$ cat config.mk
export PLATFORM = sky130hd
export DESIGN_NAME = lru_key_value_cache_core_flat
export DESIGN_NICKNAME = d
export VERILOG_FILES = /design/src/lkv_pkg.sv /design/src/lkv_if.sv /design/src/lru_key_value_cache_core.sv /design/src/lkv_cfg.sv /design/src/lkv_store.sv /design/src/flat_wrapper.sv
export VERILOG_INCLUDE_DIRS = /design/src /design/src/src
export SDC_FILE = /design/constraint.sdc
export NUM_CORES = 2
export LEC_CHECK = 0
export BUFFER_PORTS_ARGS = -buffer_cell sky130_fd_sc_hd__buf_4
export CORE_UTILIZATION = 55
export CTS_CLUSTER_SIZE = 25
export DETAILED_ROUTE_END_ITERATION = 6
export PLACE_DENSITY_LB_ADDON = 0.15
export SLEW_MARGIN = 25
export SYNTH_ARGS = -nofsm -noshare
export SYNTH_HDL_FRONTEND = slang
export SYNTH_SLANG_ARGS = --single-unit
export TNS_END_PERCENT = 20
$ cat constraint.sdc
create_clock -name clk -period 8.8 [get_ports clk]
set_input_delay 2.2 -clock clk [delete_from_list [all_inputs] [get_ports clk]]
set_output_delay 2.2 -clock clk [all_outputs]
set_load 0.01 [all_outputs]
$ cat src/lru_key_value_cache_core_macros.svh
// ----------------------------------------------------------------------------
// lru_key_value_cache_core_macros
// Assertion macros for the LRU key/value cache.
// Each macro expects clk and arst_n to be visible where it is used.
// ----------------------------------------------------------------------------
`ifndef LRU_KEY_VALUE_CACHE_CORE_MACROS_SVH
`define LRU_KEY_VALUE_CACHE_CORE_MACROS_SVH

// Same-cycle implication, disabled while reset is applied.
`define LKV_ASSERT_SAME(label, ante, cons) \
	label: assert property (@(posedge clk) disable iff (!arst_n) (ante) |-> (cons)) \
		else $error("lkv assertion failed");

// Next-cycle implication, disabled while reset is applied.
`define LKV_ASSERT_NEXT(label, ante, cons) \
	label: assert property (@(posedge clk) disable iff (!arst_n) (ante) |=> (cons)) \
		else $error("lkv assertion failed");

`endif

$ cat src/lkv_pkg.sv
// ----------------------------------------------------------------------------
// lkv_pkg
// Shared types and constants of the LRU key/value cache.
// ----------------------------------------------------------------------------
package lkv_pkg;

	localparam int DATA_W        = 32;
	localparam int DEPTH_DEFAULT = 16;
	localparam int CAP_W         = 5;
	localparam int APB_DATA_W    = 32;
	localparam int PADDR_W       = 3;
	localparam int REG_IDX_W     = PADDR_W - 2;

	localparam logic [CAP_W-1:0]     CAP_RESET    = CAP_W'(16);
	localparam logic [REG_IDX_W-1:0] REG_CAPACITY = REG_IDX_W'(0);

	typedef logic signed [DATA_W-1:0] data_t;

	typedef enum logic {
		OP_GET = 1'b0,
		OP_PUT = 1'b1
	} op_t;

	// One request as held in the input stage
	typedef struct packed {
		op_t   op;
		data_t key;
		data_t write_value;
	} req_t;

	// One result as held in the output stage
	typedef struct packed {
		logic  hit;
		data_t read_value;
	} rsp_t;

endpackage

$ cat src/lkv_if.sv
// ----------------------------------------------------------------------------
// lkv_req_if / lkv_rsp_if
// Valid/ready channels for cache requests and cache results.
// ----------------------------------------------------------------------------
interface lkv_req_if;
	logic               valid;
	logic               ready;
	logic               op;
	logic signed [31:0] key;
	logic signed [31:0] write_value;

	modport source (output valid, output op, output key, output write_value, input ready);
	modport sink   (input valid, input op, input key, input write_value, output ready);
endinterface

interface lkv_rsp_if;
	logic               valid;
	logic               ready;
	logic               hit;
	logic signed [31:0] read_value;

	modport source (output valid, output hit, output read_value, input ready);
	modport sink   (input valid, input hit, input read_value, output ready);
endinterface

$ cat src/lru_key_value_cache_core.sv
// ----------------------------------------------------------------------------
// lru_key_value_cache_core: fully associative LRU key/value cache.
// Requests pass through the input register and then the result register, which holds
// each result until taken. One request per cycle while the result channel is not stalled;
// the whole entry array is compared in the input stage.
// Reset invalidates all entries, clears ranks and the fill count; capacity returns to 16.
// ----------------------------------------------------------------------------
`include "lru_key_value_cache_core_macros.svh"

module lru_key_value_cache_core
	import lkv_pkg::*;
#(
	parameter int DEPTH = DEPTH_DEFAULT
) (
	input  logic                  clk,
	input  logic                  arst_n,
	lkv_req_if.sink               req,
	lkv_rsp_if.source             rsp,
	input  logic                  psel,
	input  logic                  penable,
	input  logic                  pwrite,
	input  logic [PADDR_W-1:0]    paddr,
	input  logic [APB_DATA_W-1:0] pwdata,
	output logic [APB_DATA_W-1:0] prdata,
	output logic                  pready
);

	logic             v_s1;
	req_t             req_s1;
	logic             v_s2;
	rsp_t             rsp_s2;
	logic             adv;
	rsp_t             lookup;
	logic [CAP_W-1:0] capacity;

	lkv_cfg u_cfg (
		.clk      (clk),
		.arst_n   (arst_n),
		.psel     (psel),
		.penable  (penable),
		.pwrite   (pwrite),
		.paddr    (paddr),
		.pwdata   (pwdata),
		.prdata   (prdata),
		.pready   (pready),
		.capacity (capacity)
	);

	lkv_store #(
		.DEPTH (DEPTH)
	) u_store (
		.clk      (clk),
		.arst_n   (arst_n),
		.upd      (adv),
		.req      (req_s1),
		.capacity (capacity),
		.rsp      (lookup)
	);

	// Advance the input stage when the result register is free or drains
	assign adv       = v_s1 && (!v_s2 || rsp.ready);
	assign req.ready = !v_s1 || adv;

	// Input stage valid
	always_ff @(posedge clk or negedge arst_n) begin
		if (!arst_n) begin
			v_s1 <= 1'b0;
		end else if (req.valid && req.ready) begin
			v_s1 <= 1'b1;
		end else if (adv) begin
			v_s1 <= 1'b0;
		end
	end

	// Capture the request transaction
	always_ff @(posedge clk) begin
		if (req.valid && req.ready) begin
			req_s1.op          <= op_t'(req.op);
			req_s1.key         <= req.key;
			req_s1.write_value <= req.write_value;
		end
	end

	// Result stage valid
	always_ff @(posedge clk or negedge arst_n) begin
		if (!arst_n) begin
			v_s2 <= 1'b0;
		end else if (adv) begin
			v_s2 <= 1'b1;
		end else if (rsp.ready) begin
			v_s2 <= 1'b0;
		end
	end

	// Hold the result until taken
	always_ff @(posedge clk) begin
		if (adv) begin
			rsp_s2 <= lookup;
		end
	end

	assign rsp.valid      = v_s2;
	assign rsp.hit        = rsp_s2.hit;
	assign rsp.read_value = rsp_s2.read_value;

	// A put never returns data, and a miss returns zero
	`LKV_ASSERT_SAME(a_put_no_data, adv && (req_s1.op == OP_PUT || !lookup.hit), lookup.read_value == '0)
	// A request leaving the input stage always lands in the result register
	`LKV_ASSERT_NEXT(a_adv_loads_s2, adv, v_s2)
	// A stalled request stays in the input stage
	`LKV_ASSERT_NEXT(a_s1_held, v_s1 && !adv, v_s1 && $stable(req_s1))

endmodule

$ cat src/lkv_cfg.sv
// ----------------------------------------------------------------------------
// lkv_cfg
// APB register file holding the capacity register.
// ----------------------------------------------------------------------------
module lkv_cfg
	import lkv_pkg::*;
(
	input  logic                  clk,
	input  logic                  arst_n,
	input  logic                  psel,
	input  logic                  penable,
	input  logic                  pwrite,
	input  logic [PADDR_W-1:0]    paddr,
	input  logic [APB_DATA_W-1:0] pwdata,
	output logic [APB_DATA_W-1:0] prdata,
	output logic                  pready,
	output logic [CAP_W-1:0]      capacity
);

	logic [CAP_W-1:0]     cap_q;
	logic [REG_IDX_W-1:0] reg_idx;
	logic                 wr_en;

	// Decode the register index from the word address
	assign reg_idx = paddr[PADDR_W-1:2];
	assign pready  = 1'b1;
	assign wr_en   = psel && penable && pwrite && pready;

	// Hold the capacity register
	always_ff @(posedge clk or negedge arst_n) begin
		if (!arst_n) begin
			cap_q <= CAP_RESET;
		end else if (wr_en && reg_idx == REG_CAPACITY) begin
			cap_q <= pwdata[CAP_W-1:0];
		end
	end

	// Return the register value on reads
	always_comb begin
		prdata = '0;
		case (reg_idx)
			REG_CAPACITY: prdata = APB_DATA_W'(cap_q);
			default:      prdata = '0;
		endcase
	end

	assign capacity = cap_q;

endmodule

$ cat src/lkv_store.sv
// ----------------------------------------------------------------------------
// lkv_store
// Entry array with parallel key compare, recency ranks and LRU replacement.
// ----------------------------------------------------------------------------
module lkv_store
	import lkv_pkg::*;
#(
	parameter int DEPTH = DEPTH_DEFAULT
) (
	input  logic             clk,
	input  logic             arst_n,
	input  logic             upd,
	input  req_t             req,
	input  logic [CAP_W-1:0] capacity,
	output rsp_t             rsp
);

	localparam int RW   = (DEPTH > 1) ? $clog2(DEPTH) : 1;
	localparam int CW   = $clog2(DEPTH + 1);
	localparam int CMPW = (CW > CAP_W) ? CW : CAP_W;

	data_t            keys_q [DEPTH];
	data_t            vals_q [DEPTH];
	logic [RW-1:0]    rank_q [DEPTH];
	logic [DEPTH-1:0] valid_q;
	logic [CW-1:0]    count_q;

	logic [DEPTH-1:0] match;
	logic [DEPTH-1:0] victim;
	logic [DEPTH-1:0] free_vec;
	logic [DEPTH-1:0] free_oh;
	logic [DEPTH-1:0] tgt;
	logic             hit;
	logic             is_put;
	logic             full;
	logic             fill;
	logic             touch;
	data_t            rd_value;
	logic [RW-1:0]    hit_rank;
	logic [CW-1:0]    old_rank;
	logic [CW-1:0]    lru_rank;
	logic [CAP_W-1:0] cap_eff;

	// Compare the key against every entry; read value and rank of the match
	always_comb begin
		rd_value = '0;
		hit_rank = '0;
		lru_rank = count_q - CW'(1);
		for (int i = 0; i < DEPTH; i++) begin
			match[i]  = valid_q[i] && (keys_q[i] == req.key);
			victim[i] = valid_q[i] && (CW'(rank_q[i]) == lru_rank);
			if (match[i]) begin
				rd_value = rd_value | vals_q[i];
				hit_rank = hit_rank | rank_q[i];
			end
		end
	end

	// Pick the lowest free entry
	assign free_vec = ~valid_q;
	assign free_oh  = free_vec & (~free_vec + DEPTH'(1));

	// Decide hit, fill or eviction
	assign hit     = |match;
	assign is_put  = (req.op == OP_PUT);
	assign cap_eff = (capacity == '0) ? CAP_W'(1) : capacity;
	assign full    = (count_q >= CW'(DEPTH)) || (CMPW'(count_q) >= CMPW'(cap_eff));
	assign fill    = is_put && !hit && !full;
	assign touch   = hit || is_put;

	always_comb begin
		if (hit) begin
			tgt      = match;
			old_rank = CW'(hit_rank);
		end else if (full) begin
			tgt      = victim;
			old_rank = lru_rank;
		end else begin
			tgt      = free_oh;
			old_rank = count_q;
		end
	end

	// Update valid bits, ranks and fill count
	always_ff @(posedge clk or negedge arst_n) begin
		if (!arst_n) begin
			valid_q <= '0;
			count_q <= '0;
			for (int i = 0; i < DEPTH; i++) begin
				rank_q[i] <= '0;
			end
		end else if (upd && touch) begin
			for (int i = 0; i < DEPTH; i++) begin
				if (tgt[i]) begin
					rank_q[i] <= '0;
				end else if (valid_q[i] && (CW'(rank_q[i]) < old_rank)) begin
					rank_q[i] <= rank_q[i] + RW'(1);
				end
			end
			if (fill) begin
				valid_q <= valid_q | tgt;
				count_q <= count_q + CW'(1);
			end
		end
	end

	// Write key and value of a put into the target entry
	always_ff @(posedge clk) begin
		if (upd && is_put) begin
			for (int i = 0; i < DEPTH; i++) begin
				if (tgt[i]) begin
					keys_q[i] <= req.key;
					vals_q[i] <= req.write_value;
				end
			end
		end
	end

	assign rsp.hit        = hit;
	assign rsp.read_value = (hit && !is_put) ? rd_value : '0;

endmodule

$ cat src/flat_wrapper.sv
// flat-port wrapper written by rule: the top's interface ports become plain ports
module lru_key_value_cache_core_flat import lkv_pkg::*;
#(
	parameter int DEPTH = DEPTH_DEFAULT
)
  (clk, arst_n, psel, penable, pwrite, paddr, pwdata, prdata, pready, req_valid, req_op, req_key, req_write_value, req_ready, rsp_valid, rsp_hit, rsp_read_value, rsp_ready);
  lkv_req_if req_i ();
  lkv_rsp_if rsp_i ();
  input  logic clk;
  input  logic arst_n;
  input  logic psel;
  input  logic penable;
  input  logic pwrite;
  input  logic [PADDR_W-1:0] paddr;
  input  logic [APB_DATA_W-1:0] pwdata;
  output logic [APB_DATA_W-1:0] prdata;
  output logic pready;
  input wire logic [$bits(req_i.valid)-1:0] req_valid;
  input wire logic [$bits(req_i.op)-1:0] req_op;
  input wire logic [$bits(req_i.key)-1:0] req_key;
  input wire logic [$bits(req_i.write_value)-1:0] req_write_value;
  output wire logic [$bits(req_i.ready)-1:0] req_ready;
  output wire logic [$bits(rsp_i.valid)-1:0] rsp_valid;
  output wire logic [$bits(rsp_i.hit)-1:0] rsp_hit;
  output wire logic [$bits(rsp_i.read_value)-1:0] rsp_read_value;
  input wire logic [$bits(rsp_i.ready)-1:0] rsp_ready;
  assign req_i.valid = req_valid;
  assign req_i.op = req_op;
  assign req_i.key = req_key;
  assign req_i.write_value = req_write_value;
  assign req_ready = req_i.ready;
  assign rsp_valid = rsp_i.valid;
  assign rsp_hit = rsp_i.hit;
  assign rsp_read_value = rsp_i.read_value;
  assign rsp_i.ready = rsp_ready;
  lru_key_value_cache_core #(.DEPTH(DEPTH)) u_core (.clk(clk), .arst_n(arst_n), .req(req_i), .rsp(rsp_i), .psel(psel), .penable(penable), .pwrite(pwrite), .paddr(paddr), .pwdata(pwdata), .prdata(prdata), .pready(pready));
endmodule
[Word-level counts from Yosys, hierarchy flattened]
Memory sizes are Yosys's and may differ from the RTL's.
Cells that the tools add are included.
Storage, ports and cells
  bits in registers: 190
  bits in writable memories: 1024
  memories kept: 2
Cells by class
  add/sub/neg operators: 19
  magnitude comparators: 18
  eq/ne operators: 32
  mux-type cells: 122
  bitwise operators: 35
  reductions and logical operators: 104
Memories
  u_core.u_store.keys_q: words 16, width 32, read ports 16, clocked after memory_dff 0, wr ports 16, RTL line lkv_store.sv:22  | data_t keys_q [DEPTH];
  u_core.u_store.vals_q: words 16, width 32, read ports 16, clocked after memory_dff 0, wr ports 16, RTL line lkv_store.sv:23  | data_t vals_q [DEPTH];
Operators by type and width (count)
  32-bit == test: 16
  32-bit two-way mux: 16
  32-bit OR: 15
  4-bit two-way mux: 48
  4-bit by 5-bit == test with 1-bit output: 16
  4-bit by 5-bit less-than comparator with 1-bit output: 16
  4-bit by 1-bit adder with 4-bit output (second input constant): 16
  4-bit OR: 15
  1-bit logical AND: 58
  1-bit two-way mux: 52
  2-bit nonzero test: 18
  2-bit AND reduction: 17
  16-bit two-way mux: 2
  16-bit inverter: 2
  5-bit two-way mux: 4
  16-bit by 1-bit adder with 16-bit output (second input constant): 1
  16-bit AND: 1
  16-bit OR: 1
  16-bit OR reduction: 1
  5-bit by 1-bit adder with 5-bit output (second input constant): 1
  5-bit >= comparator: 1
  5-bit >= comparator (second input constant): 1
  1-bit zero test: 5
  5-bit zero test: 1
  other kinds (3): 6

[Longest topological paths before layout]
An unclocked memory read counts as a cell.
  word-level depth: 39
  depth in mapped cells: 21
  gate-level depth less buffers: 20

[Modules after synthesis]
Synthesis repeated with hierarchy kept, for this count alone.
Second synthesis, totals
  cell total of the unflattened synthesis: 3442
  area total of the unflattened synthesis: 52267.6 sq um
By module, submodules not included
  lkv_store: times used 1, cells each 3290, area each 48753.0 sq um
  lru_key_value_cache_core: times used 1, cells each 106, area each 3046.7 sq um
  lkv_cfg: times used 1, cells each 46, area each 467.9 sq um

[Worst setup path before layout]
Ideal clock, no wire load.
  path type: in2reg
  start point: input rsp_ready
  end point: memory u_core.u_store.keys_q[1][160] (netlist name), enable pin
  library setup time: 0.487 ns
  arrival: 6.964 ns
  required time: 8.313 ns
  setup slack: 1.349 ns
  cell stages on the path: 5
  path buffers: 1
  cell sequence: nand2b_1 -> and2_0 -> nand2_1 -> clkbuf_1 -> nor2_1
RTL lines
  start: declaration: RTL line flat_wrapper.sv:26  | input wire logic [$bits(rsp_i.ready)-1:0] rsp_ready;
  end: declaration: RTL line lkv_store.sv:22

[Worst setup path in the final report]
  start point: register u_core.req_s1[33] (netlist name)
  end point: register u_core.u_store.rank_q[46] (netlist name)
Between the ends
  longest elaborated chain between the ends: 38
RTL lines
  start: declaration: RTL line lru_key_value_cache_core.sv:29  | req_t req_s1;
  32-bit == test: RTL line lkv_store.sv:50  | match[i] = valid_q[i] && (keys_q[i] == req.key);
  1-bit logical AND: RTL line lkv_store.sv:50
  4-bit two-way mux: RTL line lkv_store.sv:52  | if (match[i]) begin
  4-bit OR: RTL line lkv_store.sv:54  | hit_rank = hit_rank | rank_q[i];
  4-bit two-way mux: RTL line lkv_store.sv:52
  4-bit OR: RTL line lkv_store.sv:54
  4-bit two-way mux: RTL line lkv_store.sv:52
  4-bit OR: RTL line lkv_store.sv:54
  (+22 left out)
  4-bit two-way mux: RTL line lkv_store.sv:52
  4-bit OR: RTL line lkv_store.sv:54
  4-bit two-way mux: RTL line lkv_store.sv:52
  5-bit two-way mux: RTL line lkv_store.sv:72  | if (hit) begin
  4-bit by 5-bit less-than comparator with 1-bit output: RTL line lkv_store.sv:96  | end else if (valid_q[i] && (CW'(rank_q[i]) < old_rank)) begin
  1-bit logical AND: RTL line lkv_store.sv:96
  2-bit nonzero test (no line)
  2-bit AND reduction (no line)
  end signal: indexed assignment: RTL line lkv_store.sv:97  | rank_q[i] <= rank_q[i] + RW'(1);
  end: declaration: RTL line lkv_store.sv:24  | logic [RW-1:0] rank_q [DEPTH];
Several ways; a longest one is shown, not always the timed one.
A chain may end at the register's enable or synchronous reset.

==> key figures <==
Pwr
  • Comb pwr share: 19.6%
  • Clock power share: 33.1%
  • Power per Cell Area: 264 nW/µm²
  • Power, Total: 15,200 µW
  • Power Internal: 10,700 µW
  • Peak supply drop: 204 µV
  • LEAKAGE: 0.0187 µW
  • P_sw: 4490 µW
  • Switching share of power: 29.5%
  • Seq pwr share: 47.3%

Timing
  • Final setup TNS: 0 ps
  • Max Fclk: 152 MHz
  • Minimum clock period: 6590 ps
  • Final Max Tran Viols: 0
  • RSZ-0062 raised after global routing: false
  • Worst-Margin Slew: 1060 ps
  • Hold Fails Final Rpt: 0
  • Clk_skew: 37.5 ps
  • Slew HR: 28.6%
  • # setup viols final: 0
  • Period utilization: 74.9%
  • Hold WS: 513 ps

Outcome
  • Status: finished clean

Setup path
  • Worst-path fanout max: 28
  • Largest delay share family, worst path: simple AND/OR/NAND/NOR gates
  • Buf/Inv on CP: 3
  • Worst path most repeated cell: buf_4
  • RR Endpoint: u_core.u_store.rank_q[46]
  • Worst setup SP type: flop
  • Setup crit start: u_core.req_s1[33]
  • R2R cell count: 19
  • Crit Path Category: reg -> reg
  • Crit. End Element: flop
  • Worst r2r src: u_core.req_s1[33]
  • Worst Setup EP: u_core.u_store.rank_q[46]
  • Crit-path slowest cell: edfxtp_1
  • Reg2reg setup slack: 2210 ps
  • Worst EP required: 9450 ps
  • Slowest stage delay, CP: 910 ps
  • Critical Path AT: 7240 ps
  • Number of stages on the worst setup path: 19
  • Cells along the critical path: buf_12, xnor2_1, nand4_1, nor4_1, and3_2, buf_4, nor4_2, nand4_4, o21ai_1, buf_4, ha_1, a21o_1, nand2_1, nand3b_1, a31oi_1, a41oi_1, o31a_1, or3_1, a21oi_1

Drt
  • Vias per Instance: 6.41
  • Remaining antenna violation count: 0
  • # DRC: 0
  • 1st-iter DRT viols: 3,755
  • Via Count: 30,800
  • First-pass DRT Iterations: 6
  • Total Wirelength: 139 mm
  • Wire per inst: 28.9 µm

Global route
  • Gr ovfl total: 0
  • First-pass GRT wire length: 203 mm
  • Vias in the first global route: 30,500
  • Largest net degree at the start of global routing: 65
  • Initial antenna violation count: 6
  • GRT Overall Usage: 29.5%

Clocking
  • Cts repair resizes: 0
  • Clk_lat worst skew: 740 ps
  • Sinks on Clock Net: 1,214
  • CTS Root Cell: clkbuf_16
  • Clock buffer depth: 3
  • Worst-path clk slew: 60 ps
  • CTS buffer count: 120
  • Post-CTS setup buffers: 0
  • H-tree level count: 3
  • CTS tree: built
  • Hold-fix buffers at CTS: 0

Synthesis
  • Predominant post-synthesis flop cell: edfxtp_1
  • Warnings, synthesis: 0
  • Avg Cell Area, Syn: 15.6 µm²
  • Unique cell type count in the Yosys netlist: 79
  • Area leader, netlist: edfxtp_1
  • Commonest cells in the netlist: edfxtp_1 (1,122), xnor2_1 (517), nand4_1 (141), a221oi_1 (104), a22o_1 (103)
  • Syn Std Cell Area: 51,200 µm²
  • Most common cell in the netlist: edfxtp_1
  • Seq/Total Area, Yosys: 70.2%
  • Share of the synthesized area in the top cell type: 65.7%
  • EDFF count, synth: 1,122
  • Ranking of synthesized cells by area: edfxtp_1 (66%), xnor2_1 (8.8%), dfrtp_1 (4.4%)
  • Post-Synthesis Cells: 3,288
  • Synthesis-stage register bit count: 1,214
  • Asr flop ratio synth: 7.58%

Min path
  • Hold Path Depth: 1
  • Worst Hold Class: reg -> reg

Floorplanning
  • Core Rows: 111
  • Num ports: 175
  • Die Ht: 307 µm
  • Die Area: 94,400 µm²
  • Core ar.: 91,900 µm²
  • Die W: 307 µm
  • Starting Density: 55.7%

Final layout
  • Layout cells sized above 1: 13.2%
  • Area grow syn2layout: 12.4%
  • # nets final: 3,643
  • Antenna cells: 0
  • Post-layout util: 62.6%

Job
  • Max-cap viol count: 0

Place
  • GPL Wtd Cong: 0.916
  • IO buf count: 117
  • Post-DP HPWL: 79.6 mm
[cells by family (layout without fill, tap and decap cells)]
logic type                 after synthesis  after routing  synth area share [%]
adders and majority gates               71             71                  1.73
muxes                                   33             33                 0.674
DFF                                   1214           1214                  70.2
other                                    2             28                0.0147
AOI/OAI and AO/OA                      549            549                  8.33
buffers and inverters                  250            500                  2.66
xor gates and xnor gates               578            578                  9.88
and+or+nand+nor                        591            591                  6.47
[registers in the layout, summed over array words and instances, names as in the netlist]
register / count
u_core.req_s1: 65
u_core.u_store.rank_q: 64
u_core.u_store.count_q: 5
u_core.u_store.valid_q: 16
u_core.u_store.keys_q: 512
u_core.v_s1: 1
u_core.rsp.valid: 1
u_core.u_cfg.capacity: 5
u_core.rsp.hit: 1
u_core.u_store.vals_q: 512
u_core.rsp.read_value: 32
[how the worst min path moves through the flow]
| stage | startpoint | endpoint |
|---|---|---|
| after floorplan | u_core.v_s1 | u_core.rsp.valid |
| after global placement | u_core.v_s1 | u_core.rsp.valid |
| after detailed placement | u_core.v_s1 | u_core.rsp.valid |
| after CTS | u_core.v_s1 | u_core.rsp.valid |
| after global routing | u_core.v_s1 | u_core.rsp.valid |
| final | u_core.v_s1 | u_core.rsp.valid |
[cell usage in the layout (no fill, tap or decap), drive strengths merged, types with 43 or more instances in the layout]
master     n
a221oi   104
a22o     103
a22oi     77
and3      63
buf      228
clkbuf   152
clkinv    49
dfrtp     91
edfxtp  1122
ha        71
inv       55
nand2     82
nand3     60
nand4    143
nor2      72
nor3      48
nor4      43
o21ai     53
xnor2    517
xor2      61
[power groups by stage]
stage          Combinational, µW  Clock (µW)  Sequential [µW]
2_1_floorplan               2100           0             7120
3_3_place_gp                2790           0             7270
3_5_place_dp                2920           0             7300
4_1_cts                     2940        5090             7180
5_1_grt                     3270        5320             7230
6_report                    2990        5040             7200
[per-stage QoR]
step,worst slack [ps],instances,instance area [µm²]
2_1_floorplan,1350,3314,51300
3_3_place_gp,2440,4582,53600
3_5_place_dp,2370,4585,53700
4_1_cts,2410,4806,57600
5_1_grt,2020,4807,57600
6_report,2210,4807,57600
[layer usage]
metal  track usage (%)  up-vias  share of wire [%]
met3              4.72      243                9.1
met4              9.23        2                2.8
met2              46.1     1645                 46
met5                 0        -             0.0086
li1                  -    13100                  -
met1              42.9    15800                 42
[layout make-up]
cell class	count	area [µm²]
fill	6625	34400
inverter	51	191
timing repair buffer	228	1790
tap	1243	1560
sequential	1214	36000
clock inverter	69	678
clock buffer	152	3170
multi-input combinational	1850	14200
No activity file was read; power rests on OpenSTA's default activity.
